## config.mk

```make
export PLATFORM = sky130hd
export DESIGN_NAME = base64url_stream_encoder
export DESIGN_NICKNAME = d
export VERILOG_FILES = /design/src/sv/encb64_pkg.sv /design/src/sv/base64url_stream_encoder.sv /design/src/sv/encb64_front.sv /design/src/sv/encb64_queue.sv /design/src/sv/encb64_back.sv
export SDC_FILE = /design/constraint.sdc
export NUM_CORES = 1
export LEC_CHECK = 0
export BUFFER_PORTS_ARGS = -buffer_cell sky130_fd_sc_hd__buf_2
export CORE_MARGIN = 1
export CORE_UTILIZATION = 49
export DETAILED_ROUTE_END_ITERATION = 16
export GPL_ROUTABILITY_DRIVEN = 0
export PLACE_DENSITY = 0.68
export SLEW_MARGIN = 30
export SYNTH_ARGS = -nofsm -noshare
export SYNTH_HDL_FRONTEND = slang
export SYNTH_SLANG_ARGS = --single-unit
export TNS_END_PERCENT = 30
```

## constraint.sdc

```tcl
create_clock -name clk -period 3 [get_ports clk]
set_input_delay 0.15 -clock clk [delete_from_list [all_inputs] [get_ports clk]]
set_output_delay 0.15 -clock clk [all_outputs]
set_load 0.02 [all_outputs]
```

## src/sv/encb64_pkg.sv

```systemverilog
// ----------------------------------------------------------------------------
// encb64_pkg
// Shared types, constants and the symbol table of the base64url encoder.
// ----------------------------------------------------------------------------
`default_nettype none

package encb64_pkg;

  // Default depth of the queue between the front and back parts
  localparam int unsigned QUEUE_DEPTH_DEF = 2;

  // Position of the next byte within its three-byte group
  typedef enum logic [1:0] {
    PH_FIRST  = 2'd0,
    PH_SECOND = 2'd1,
    PH_THIRD  = 2'd2
  } phase_t;

  // One unit of work: the first sextet always goes out, the second only
  // when the byte completes a group or ends the message.
  typedef struct packed {
    logic [5:0] sext0;
    logic [5:0] sext1;
    logic       two;
    logic       last;
  } work_t;

  // Map a sextet onto the URL-safe alphabet
  function automatic logic [7:0] sextet_to_ascii(input logic [5:0] s);
    logic [7:0] code;
    code = {2'b00, s};
    if (s < 6'd26) begin
      code = 8'h41 + code;
    end else if (s < 6'd52) begin
      code = 8'h61 + (code - 8'd26);
    end else if (s < 6'd62) begin
      code = 8'h30 + (code - 8'd52);
    end else if (s == 6'd62) begin
      code = 8'h2D;
    end else begin
      code = 8'h5F;
    end
    return code;
  endfunction

endpackage

`default_nettype wire

```

## src/sv/base64url_stream_encoder.sv

```systemverilog
// ----------------------------------------------------------------------------
// base64url_stream_encoder
// Unpadded base64url encoder: bytes in, URL-safe ASCII symbols out.
// ----------------------------------------------------------------------------
// Usage:
//   Input channel in_*: one message byte per item, in_last_byte on the final
//   byte of each message. Output channel out_*: one ASCII symbol per item,
//   out_last_symbol on the final symbol of the message. No '=' padding.
//   Both channels use valid/stall; an item moves when valid is high and
//   stall is low.
// Path: an accepted byte is written into the queue, then into the output
//   register, before its first symbol is valid. A completing or final
//   byte adds a second symbol after the first.
// Throughput: the output register emits one symbol per cycle while
//   out_stall is low, so bytes are taken back to back until the work queue
//   fills; sustained, intake is set by the single output symbol slot.
// Reset: rst_n (synchronous, active low) empties the queue and output
//   register and starts a fresh group.
// Stall: out_stall holds the output register; the queue then fills and
//   in_stall rises while it is full.
// ----------------------------------------------------------------------------
`default_nettype none

module base64url_stream_encoder #(
  parameter int unsigned QUEUE_DEPTH = encb64_pkg::QUEUE_DEPTH_DEF
) (
  input  wire logic       clk,
  input  wire logic       rst_n,
  input  wire logic       in_valid,
  output logic            in_stall,
  input  wire logic [7:0] in_data_byte,
  input  wire logic       in_last_byte,
  output logic            out_valid,
  input  wire logic       out_stall,
  output logic [7:0]      out_symbol,
  output logic            out_last_symbol
);

  localparam int unsigned CNT_W = $clog2(QUEUE_DEPTH+1);

  encb64_pkg::work_t  front_work;
  encb64_pkg::work_t  head_work;
  encb64_pkg::phase_t phase;
  logic               take;
  logic               pop;
  logic               full;
  logic               empty;
  logic [CNT_W-1:0]   count;

  // Accept whenever the queue has room
  assign in_stall = full;
  assign take     = in_valid && !full;

  // Front: classify the byte and advance the group phase
  encb64_front u_front (
    .clk       (clk),
    .rst_n     (rst_n),
    .take      (take),
    .data_byte (in_data_byte),
    .last_byte (in_last_byte),
    .work      (front_work),
    .phase     (phase)
  );

  // Queue: decouple byte intake from symbol output
  encb64_queue #(
    .DEPTH (QUEUE_DEPTH)
  ) u_queue (
    .clk       (clk),
    .rst_n     (rst_n),
    .push      (take),
    .push_work (front_work),
    .pop       (pop),
    .head      (head_work),
    .full      (full),
    .empty     (empty),
    .count     (count)
  );

  // Back: emit one symbol per cycle into the output register when not stalled
  encb64_back u_back (
    .clk             (clk),
    .rst_n           (rst_n),
    .head            (head_work),
    .empty           (empty),
    .pop             (pop),
    .out_valid       (out_valid),
    .out_stall       (out_stall),
    .out_symbol      (out_symbol),
    .out_last_symbol (out_last_symbol)
  );

  // A final byte always closes the group
  a_last_resets_phase: assert property (@(posedge clk) disable iff (!rst_n)
    take && in_last_byte |=> phase == encb64_pkg::PH_FIRST)
    else $error("group phase not cleared after final byte");

  // The queue never holds more than its depth
  a_count_bound: assert property (@(posedge clk) disable iff (!rst_n)
    count <= CNT_W'(QUEUE_DEPTH))
    else $error("queue overfilled");

  // Push without pop grows the queue by one
  a_count_grows: assert property (@(posedge clk) disable iff (!rst_n)
    take && !pop |=> count == $past(count) + 1'b1)
    else $error("queue count out of step with push");

endmodule

`default_nettype wire

```

## src/sv/encb64_front.sv

```systemverilog
// ----------------------------------------------------------------------------
// encb64_front
// Splits each accepted byte into sextets and tracks the group phase.
// ----------------------------------------------------------------------------
`default_nettype none

module encb64_front (
  input  wire logic                clk,
  input  wire logic                rst_n,
  input  wire logic                take,
  input  wire logic [7:0]          data_byte,
  input  wire logic                last_byte,
  output encb64_pkg::work_t        work,
  output encb64_pkg::phase_t       phase
);

  encb64_pkg::phase_t phase_r, phase_nxt;
  logic [5:0]         carry_r, carry_nxt;
  logic [5:0]         carry_fresh;

  // Leftover bits this byte would leave for the next one
  always_comb begin
    unique case (phase_r)
      encb64_pkg::PH_SECOND: carry_fresh = {data_byte[3:0], 2'b00};
      encb64_pkg::PH_THIRD:  carry_fresh = 6'd0;
      default:               carry_fresh = {data_byte[1:0], 4'b0000};
    endcase
  end

  // Next state
  always_comb begin
    phase_nxt = phase_r;
    carry_nxt = carry_r;
    if (take) begin
      if (last_byte || phase_r == encb64_pkg::PH_THIRD) begin
        phase_nxt = encb64_pkg::PH_FIRST;
        carry_nxt = 6'd0;
      end else begin
        phase_nxt = (phase_r == encb64_pkg::PH_SECOND) ? encb64_pkg::PH_THIRD
                                                       : encb64_pkg::PH_SECOND;
        carry_nxt = carry_fresh;
      end
    end
  end

  // Work item for the back part
  always_comb begin
    work.last = last_byte;
    unique case (phase_r)
      encb64_pkg::PH_THIRD: begin
        work.sext0 = carry_r | {4'b0000, data_byte[7:6]};
        work.sext1 = data_byte[5:0];
        work.two   = 1'b1;
      end
      encb64_pkg::PH_SECOND: begin
        work.sext0 = carry_r | {2'b00, data_byte[7:4]};
        work.sext1 = carry_fresh;
        work.two   = last_byte;
      end
      default: begin
        work.sext0 = data_byte[7:2];
        work.sext1 = carry_fresh;
        work.two   = last_byte;
      end
    endcase
  end

  always_ff @(posedge clk) begin
    if (!rst_n) begin
      phase_r <= encb64_pkg::PH_FIRST;
      carry_r <= 6'd0;
    end else begin
      phase_r <= phase_nxt;
      carry_r <= carry_nxt;
    end
  end

  assign phase = phase_r;

endmodule

`default_nettype wire

```

## src/sv/encb64_queue.sv

```systemverilog
// ----------------------------------------------------------------------------
// encb64_queue
// Small FIFO of work items between the front and back parts.
// ----------------------------------------------------------------------------
`default_nettype none

module encb64_queue #(
  parameter int unsigned DEPTH = encb64_pkg::QUEUE_DEPTH_DEF
) (
  input  wire logic                        clk,
  input  wire logic                        rst_n,
  input  wire logic                        push,
  input  wire encb64_pkg::work_t           push_work,
  input  wire logic                        pop,
  output encb64_pkg::work_t                head,
  output logic                             full,
  output logic                             empty,
  output logic [$clog2(DEPTH+1)-1:0]       count
);

  localparam int unsigned PTR_W = (DEPTH > 1) ? $clog2(DEPTH) : 1;
  localparam int unsigned CNT_W = $clog2(DEPTH+1);

  encb64_pkg::work_t  slots_r [DEPTH];
  logic [PTR_W-1:0]   wr_ptr_r, wr_ptr_nxt;
  logic [PTR_W-1:0]   rd_ptr_r, rd_ptr_nxt;
  logic [CNT_W-1:0]   count_r, count_nxt;

  assign full  = (count_r == CNT_W'(DEPTH));
  assign empty = (count_r == '0);
  assign count = count_r;
  assign head  = slots_r[rd_ptr_r];

  always_comb begin
    wr_ptr_nxt = wr_ptr_r;
    rd_ptr_nxt = rd_ptr_r;
    count_nxt  = count_r;
    if (push) begin
      wr_ptr_nxt = (wr_ptr_r == PTR_W'(DEPTH-1)) ? '0 : wr_ptr_r + 1'b1;
    end
    if (pop) begin
      rd_ptr_nxt = (rd_ptr_r == PTR_W'(DEPTH-1)) ? '0 : rd_ptr_r + 1'b1;
    end
    if (push && !pop) begin
      count_nxt = count_r + 1'b1;
    end else if (pop && !push) begin
      count_nxt = count_r - 1'b1;
    end
  end

  always_ff @(posedge clk) begin
    if (push) begin
      slots_r[wr_ptr_r] <= push_work;
    end
  end

  always_ff @(posedge clk) begin
    if (!rst_n) begin
      wr_ptr_r <= '0;
      rd_ptr_r <= '0;
      count_r  <= '0;
    end else begin
      wr_ptr_r <= wr_ptr_nxt;
      rd_ptr_r <= rd_ptr_nxt;
      count_r  <= count_nxt;
    end
  end

endmodule

`default_nettype wire

```

## src/sv/encb64_back.sv

```systemverilog
// ----------------------------------------------------------------------------
// encb64_back
// Emits one or two symbols per work item through an output register.
// ----------------------------------------------------------------------------
`default_nettype none

module encb64_back (
  input  wire logic                clk,
  input  wire logic                rst_n,
  input  wire encb64_pkg::work_t   head,
  input  wire logic                empty,
  output logic                     pop,
  output logic                     out_valid,
  input  wire logic                out_stall,
  output logic [7:0]               out_symbol,
  output logic                     out_last_symbol
);

  logic       sel_r, sel_nxt;
  logic       valid_r, valid_nxt;
  logic [7:0] symbol_r;
  logic       last_r;
  logic       load;
  logic       emit;
  logic [5:0] sext;

  // Refill the output register when it is empty or being taken
  assign load = !valid_r || !out_stall;
  assign emit = load && !empty;
  assign pop  = emit && (sel_r || !head.two);
  assign sext = sel_r ? head.sext1 : head.sext0;

  always_comb begin
    sel_nxt   = sel_r;
    valid_nxt = valid_r;
    if (load) begin
      valid_nxt = emit;
    end
    if (emit) begin
      sel_nxt = !pop;
    end
  end

  always_ff @(posedge clk) begin
    if (!rst_n) begin
      sel_r   <= 1'b0;
      valid_r <= 1'b0;
    end else begin
      sel_r   <= sel_nxt;
      valid_r <= valid_nxt;
    end
  end

  always_ff @(posedge clk) begin
    if (emit) begin
      symbol_r <= encb64_pkg::sextet_to_ascii(sext);
      last_r   <= sel_r && head.last;
    end
  end

  assign out_valid       = valid_r;
  assign out_symbol      = symbol_r;
  assign out_last_symbol = last_r;

endmodule

`default_nettype wire
```

==> results.py, run 1 <==
metrics = {
    "power_and_ir_drop": {
        "power.internal_uw": 1760,
        "leakage_uw": 0.00110,
        "ir_worst_vdd_uv": 500,
        "p_per_area_mw_per_mm2": 964,
        "pwr-share-comb_pct": 44.1,
        "clkPwrFrac_pct": 18.9,
        "pwr-share-seq_pct": 37.0,
        "switching_power_uw": 1000,
        "netSwitchingFraction_pct": 36.3,
    },
    "timing": {
        "worstMarginPinSlew_ns": 0.630,
        "worst_clock_skew_ns": 0.0152,
        "hold_viol": 0,
        "setup_viol": 0,
        "slew_violations": 0,
        "period_minus_slack_ns": 2.70,
        "post-route-period-util_pct": 89.9,
        "rsz0062_at_grt": "false",
        "slew_headroom_pct": 58.0,
        "fmax_mhz": 371,
        "tns_ns": 0,
    },
    "hold_path": {
        "hold_path.class": "input port to register",
    },
    "synthesis": {
        "ys_types": 42,
        "synth_edf_count": 37,
        "postSynthCellCount": 223,
        "synth_top_family_by_area": "compound AO/OA/AOI/OAI gates",
        "synthSimpleGateAreaFrac_pct": 12.3,
        "synth_xor_area_share_pct": 3.06,
        "synth_compound_area_share_pct": 13.8,
        "syn_area_mm2": 0.00257,
        "yosys_most_used_dff": "edfxtp_1",
        "synthArstFlopShare_pct": 0,
        "ys_ff_latch": 50,
        "yosysWarnings": 0,
        "yosysSeqAreaShare_pct": 53.3,
        "synthAdderAreaFrac_pct": 5.83,
        "syn_nets": 248,
        "synth.avg_cell_area_um2": 11.5,
        "yosys-mux-area-fraction_pct": 6.47,
    },
    "clocking": {
        "htreeDepth": 2,
        "postCtsHoldBufs": 0,
        "cts.sinks": 50,
        "cts_tree": "done",
        "path_clk_slew_ns": 0.09,
        "clk_path_buf_depth": 2,
        "root_buffer": "clkbuf_8",
        "post-cts-setup-buffer-count": 0,
        "insertion_delay_ns": 0.30,
        "ctsResizeCount": 0,
        "cts_made_buffers": 5,
    },
    "setup_path": {
        "critPathMaxFanout": 8,
        "timing_worst_setup_path_type": "register to register",
        "crit_path_end_kind": "register",
        "cp.arrival_ns": 2.76,
        "start_kind": "register",
        "required_ns": 3.06,
    },
    "cells_and_area": {
        "final_common_cell": "edfxtp_1",
        "fin_cells": 318,
        "syn_to_final_growth_pct": 11.3,
        "mostFrequentLayoutCells": "edfxtp_1 (37), nand2_1 (23), buf_2 (23), o21ai_0 (18), dfxtp_1 (13)",
        "fin_util_pct": 56.4,
        "drive_gt1_share_pct": 17.3,
        "antennaDiodeCount": 0,
        "final_nets": 272,
    },
    "global_routing": {
        "grt_use_total_pct": 18.1,
        "grt_max_degree": 21,
        "grt_antenna_before_repair": 0,
        "grt_pass1_wl_um": 7380,
        "gr-total-overflow": 0,
        "grt.busiest_layer": "met2",
        "globalRouteMet1Util_pct": 22.6,
        "met2_usage_pct": 29.8,
        "first_global_vias": 1592,
        "use_met3_pct": 3.79,
    },
    "routing": {
        "detail_route.wl_per_cell_um": 14.0,
        "postRouteAntennaNets": 0,
        "vias": 1709,
        "drc": 0,
        "first_pass_iters": 4,
        "totalWireLength_um": 4450,
        "drt_iter0_markers": 73,
        "vias_per_cell": 5.37,
    },
    "floorplanning": {
        "num_rows": 26,
        "num_io_pins": 24,
        "start_util_pct": 50.7,
        "die_h_um": 74.5,
        "die_w_um": 74.5,
        "fp.coreArea_mm2": 0.00507,
        "die_area_mm2": 0.00555,
    },
    "place": {
        "dp.cells": 310,
        "place_hpwl_um": 3390,
        "portBuffers": 23,
    },
    "flow_run": {
        "drv_cap": 0,
    },
    "outcome": {
        "status": "completed",
    },
}
[cells in the mapped netlist (all sizes together) (2+ instances only)]
| cell type | n | area, um2 |
|---|---|---|
| edfxtp | 37 | 1110 |
| or2 | 2 | 12.5 |
| a31oi | 2 | 12.5 |
| mux4 | 6 | 146 |
| clkbuf | 9 | 63.8 |
| o31ai | 3 | 22.5 |
| buf | 4 | 33.8 |
| mux2i | 2 | 20.0 |
| inv | 10 | 37.5 |
| a21boi | 4 | 30.0 |
| o21ai | 18 | 90.1 |
| xor2 | 2 | 17.5 |
| nand3 | 4 | 20.0 |
| nand2 | 23 | 86.3 |
| nor2b | 6 | 37.5 |
| nand4 | 2 | 12.5 |
| nor2 | 11 | 41.3 |
| xnor2 | 7 | 61.3 |
| o211a | 2 | 20.0 |
| a21oi | 12 | 60.1 |
| a32oi | 2 | 17.5 |
| nor3 | 4 | 20.0 |
| dfxtp | 13 | 260 |
| a21o | 3 | 22.5 |
| and2 | 7 | 43.8 |
| ha | 12 | 150 |
| a22oi | 6 | 45.0 |
[per-stage QoR]
stage                     power (uW)  setup slack [ns]  area [um2]  hold slack, ns
final                           2760             0.304        2860          0.0598
after global routing            2960             0.169        2860          0.0384
after CTS                       2770             0.293        2860          0.0527
after detailed placement        2260             0.302        2730           0.373
after global placement          2240             0.355        2730           0.363
after floorplan                 2000             0.362        2570           0.249
[state kept, by name, summed over array words and instances, names as in the netlist, 2 cells and up, named ones only]
name               count
u_front.carry_r        4
u_queue.count          2
u_queue.slots_r       28
u_back.out_symbol      8
u_front.phase          2
[worst max-delay path, stage by stage, from the launching register on]
cell     delay [ns]
dfxtp_1        0.37
mux4_1         0.71
inv_1          0.16
ha_1           0.24
inv_1          0.10
or4_1          0.56
a311o_1        0.32
[kinds of logic (layout without fill, tap and decap cells)]
group,after synthesis,in the layout
AO/OA/AOI/OAI,56,56
XOR/XNOR,9,9
adder cells (fa/ha/maj),12,12
buffers and inverters,23,48
flip-flops,50,50
multiplexers,8,8
AND/OR/NAND/NOR,65,65
[cell type report]
| class | count | area, um2 |
|---|---|---|
| Inverter | 10 | 37.5 |
| Clock inverter | 2 | 38.8 |
| Tap cell | 70 | 87.6 |
| Multi-Input combinational cell | 150 | 1070 |
| Fill cell | 453 | 2210 |
| Clock buffer | 6 | 93.8 |
| Timing Repair Buffer | 30 | 168 |
| Sequential cell | 50 | 1370 |
[power groups by stage]
stage                     combinational [uW]  sequential [uW]  clock (uW)
final                                   1220             1020         521
after global placement                  1200             1040           0
after global routing                    1360             1040         560
after detailed placement                1220             1040           0
after CTS                               1220             1030         529
after floorplan                          894             1110           0
[routing by layer]
metal | vias to the layer above | wire [um]
met5 | - | 0
met4 | 0 | 121
met3 | 11 | 164
met2 | 46 | 2170
met1 | 791 | 2000
li1 | 861 | -
[final timing paths]
path / from / to / slack (ns) / depth (start not counted)
max: register / u_back.out_symbol[5] / 0.30 / 6
min: in_last_byte / u_queue.slots_r[0][0] / 0.06 / 1
max reg2reg: register / u_back.out_symbol[5] / 0.30 / 6
min reg2reg: u_front.carry_r[3] / u_front.carry_r[3] / 0.47 / 2
Note: power is estimated with default switching activity, not from simulation.
==> inputs of run 2 (changes only) <==
- CORE_UTILIZATION: 49 -> 40
- PLACE_DENSITY: 0.68 -> not set
==> run 2 against run 1 <==
Against the previous run:
- critical path type unchanged
- setup slack worse by 0.098 ns
- non-clock buffer count is the same
- core utilization decreased by 9.8 points
- critical path depth unchanged
- fmax decreased by 3.5%
- hold slack gained 0.0047 ns
- total power down 3.7%
- routed wire length up 6.8%
- final cell count increased by 1.6%
- largest cell class unchanged
==> results.py, run 2 (synthesis gave the netlist of run 1 again) <==
metrics = {
    "setup_path": {
        "timing_worst_setup_path_type": "register to register",
        "r2r-end": "u_back.out_symbol[5]",
        "start_kind": "register",
        "worstPathCellList": "mux4_1 > inv_1 > ha_1 > inv_1 > or4_1 > a311o_1",
        "required_ns": 3.06,
        "crit_path_end_kind": "register",
        "r2r_slack_ns": 0.21,
        "cpMostUsedCell": "inv_1",
        "slowest_delay_ns": 0.67,
        "critPathMaxFanout": 6,
        "cp.arrival_ns": 2.85,
        "r2r_cells": 6,
        "critical_path.slowest_cell": "mux4_1",
    },
    "clocking": {
        "post-cts-setup-buffer-count": 0,
        "cts_made_buffers": 5,
        "cts_tree": "done",
        "path_clk_slew_ns": 0.09,
        "ctsResizeCount": 0,
        "clk_path_buf_depth": 2,
        "htreeDepth": 2,
        "postCtsHoldBufs": 0,
        "root_buffer": "clkbuf_8",
        "cts.sinks": 50,
        "insertion_delay_ns": 0.30,
    },
    "cells_and_area": {
        "mostFrequentLayoutCells": "edfxtp_1 (37), nand2_1 (23), buf_2 (23), o21ai_0 (18), dfxtp_1 (13)",
        "final_common_cell": "edfxtp_1",
        "largest_register_ffs": 28,
        "final_nets": 272,
        "fillers": 574,
        "multiInputGateArea_mm2": 0.00107,
        "syn_to_final_growth_pct": 9.72,
        "antennaDiodeCount": 0,
        "final_cell_area_mm2": 0.00282,
        "regMostFlops": "u_queue.slots_r",
        "drive_gt1_share_pct": 16.9,
        "fin_util_pct": 46.6,
        "seq_area_mm2": 0.00137,
    },
    "timing": {
        "fmax_mhz": 358,
        "tns_ns": 0,
        "whs_ns": 0.0644,
        "worstMarginPinSlew_ns": 0.647,
        "setup_viol": 0,
        "hold_viol": 0,
        "rsz0062_at_grt": "false",
        "worst_clock_skew_ns": 0.0141,
        "slew_violations": 0,
        "slew_headroom_pct": 56.8,
        "period_minus_slack_ns": 2.79,
        "post-route-period-util_pct": 93.1,
    },
    "floorplanning": {
        "start_util_pct": 42.5,
        "die_h_um": 82.2,
        "fp.coreArea_mm2": 0.00606,
        "num_io_pins": 24,
        "die_area_mm2": 0.00676,
        "num_rows": 28,
        "die_w_um": 82.2,
    },
    "power_and_ir_drop": {
        "finalPower_uw": 2660,
        "leakage_uw": 0.00108,
        "p_per_area_mw_per_mm2": 941,
        "ir_worst_vdd_uv": 460,
    },
    "hold_path": {
        "hold_path.class": "input port to register",
        "worstHoldEndpoint": "u_queue.slots_r[0][0]",
        "worstHoldStart": "in_last_byte",
        "holdPathStages": 1,
    },
    "routing": {
        "totalWireLength_um": 4760,
        "detail_route.wl_per_cell_um": 14.7,
        "drc": 0,
        "first_pass_iters": 4,
        "vias": 1717,
        "vias_per_cell": 5.32,
        "postRouteAntennaNets": 0,
        "drt_iter0_markers": 50,
    },
    "global_routing": {
        "grt_max_degree": 21,
        "gr-total-overflow": 0,
        "first_global_vias": 1648,
        "grt_antenna_before_repair": 0,
        "grt_pass1_wl_um": 7900,
        "grt_use_total_pct": 15.9,
    },
    "place": {
        "portBuffers": 23,
        "place_hpwl_um": 3510,
        "place_area_mm2": 0.00274,
    },
    "flow_run": {
        "drv_cap": 0,
    },
    "outcome": {
        "status": "completed",
    },
}
-- run 2: cell count changes in the layout (fill, tap and decap cells not counted) --
| cell | before | now |
|---|---|---|
| clkbuf_1 | 0 | 1 |
| bufinv_16 | 1 | 0 |
| clkbuf_16 | 1 | 0 |
| inv_6 | 0 | 1 |
| clkinv_2 | 0 | 1 |
| clkinv_4 | 1 | 0 |
-- run 2: worst max-delay path by stage --
stage                  start              endpoint  depth (start not counted)
finish              register  u_back.out_symbol[5]                          6
CTS                 register  u_back.out_symbol[5]                          6
floorplan           register  u_back.out_symbol[5]                          7
detailed placement  register  u_back.out_symbol[5]                          6
global placement    register  u_back.out_symbol[5]                          6
global route        register  u_back.out_symbol[5]                          6
-- run 2: layer usage --
layer	part of all wire, %	track usage [%]	up-vias
li1	-	-	861
met1	47	18.9	804
met2	48	27.7	45
met3	3.4	3.52	7
met4	1.9	6.84	0
met5	0	0	-
-- run 2: stage by stage --
step                      instances  setup WS [ns]
after floorplan                 223          0.362
after global placement          315          0.277
after detailed placement        315          0.200
after CTS                       323          0.192
after global routing            323         0.0981
final                           323          0.206
-- run 2: cell type report --
| class | instances | share of cell area, % |
|---|---|---|
| clock buffer | 6 | 2.57 |
| clock inverter | 2 | 0.487 |
| inverter | 10 | 1.33 |
| multi-input combinational | 150 | 37.8 |
| sequential | 50 | 48.6 |
| tap | 75 | 3.32 |
| timing repair buffer | 30 | 5.94 |
-- run 2: worst max-delay path: cells and delay by family (launching register included) --
kind,cells,cell delay [ns]
flip-flops,1,0.52
buffers and inverters,2,0.24
AND/OR/NAND/NOR,1,0.55
adder cells (fa/ha/maj),1,0.24
multiplexers,1,0.67
AO/OA/AOI/OAI,1,0.33
-- run 2: report_power, final --
part | switching (uW) | internal (uW) | total [uW]
registers | 71.7 | 960 | 1030
logic | 723 | 504 | 1230
clock network | 231 | 167 | 398
total | 1030 | 1630 | 2660
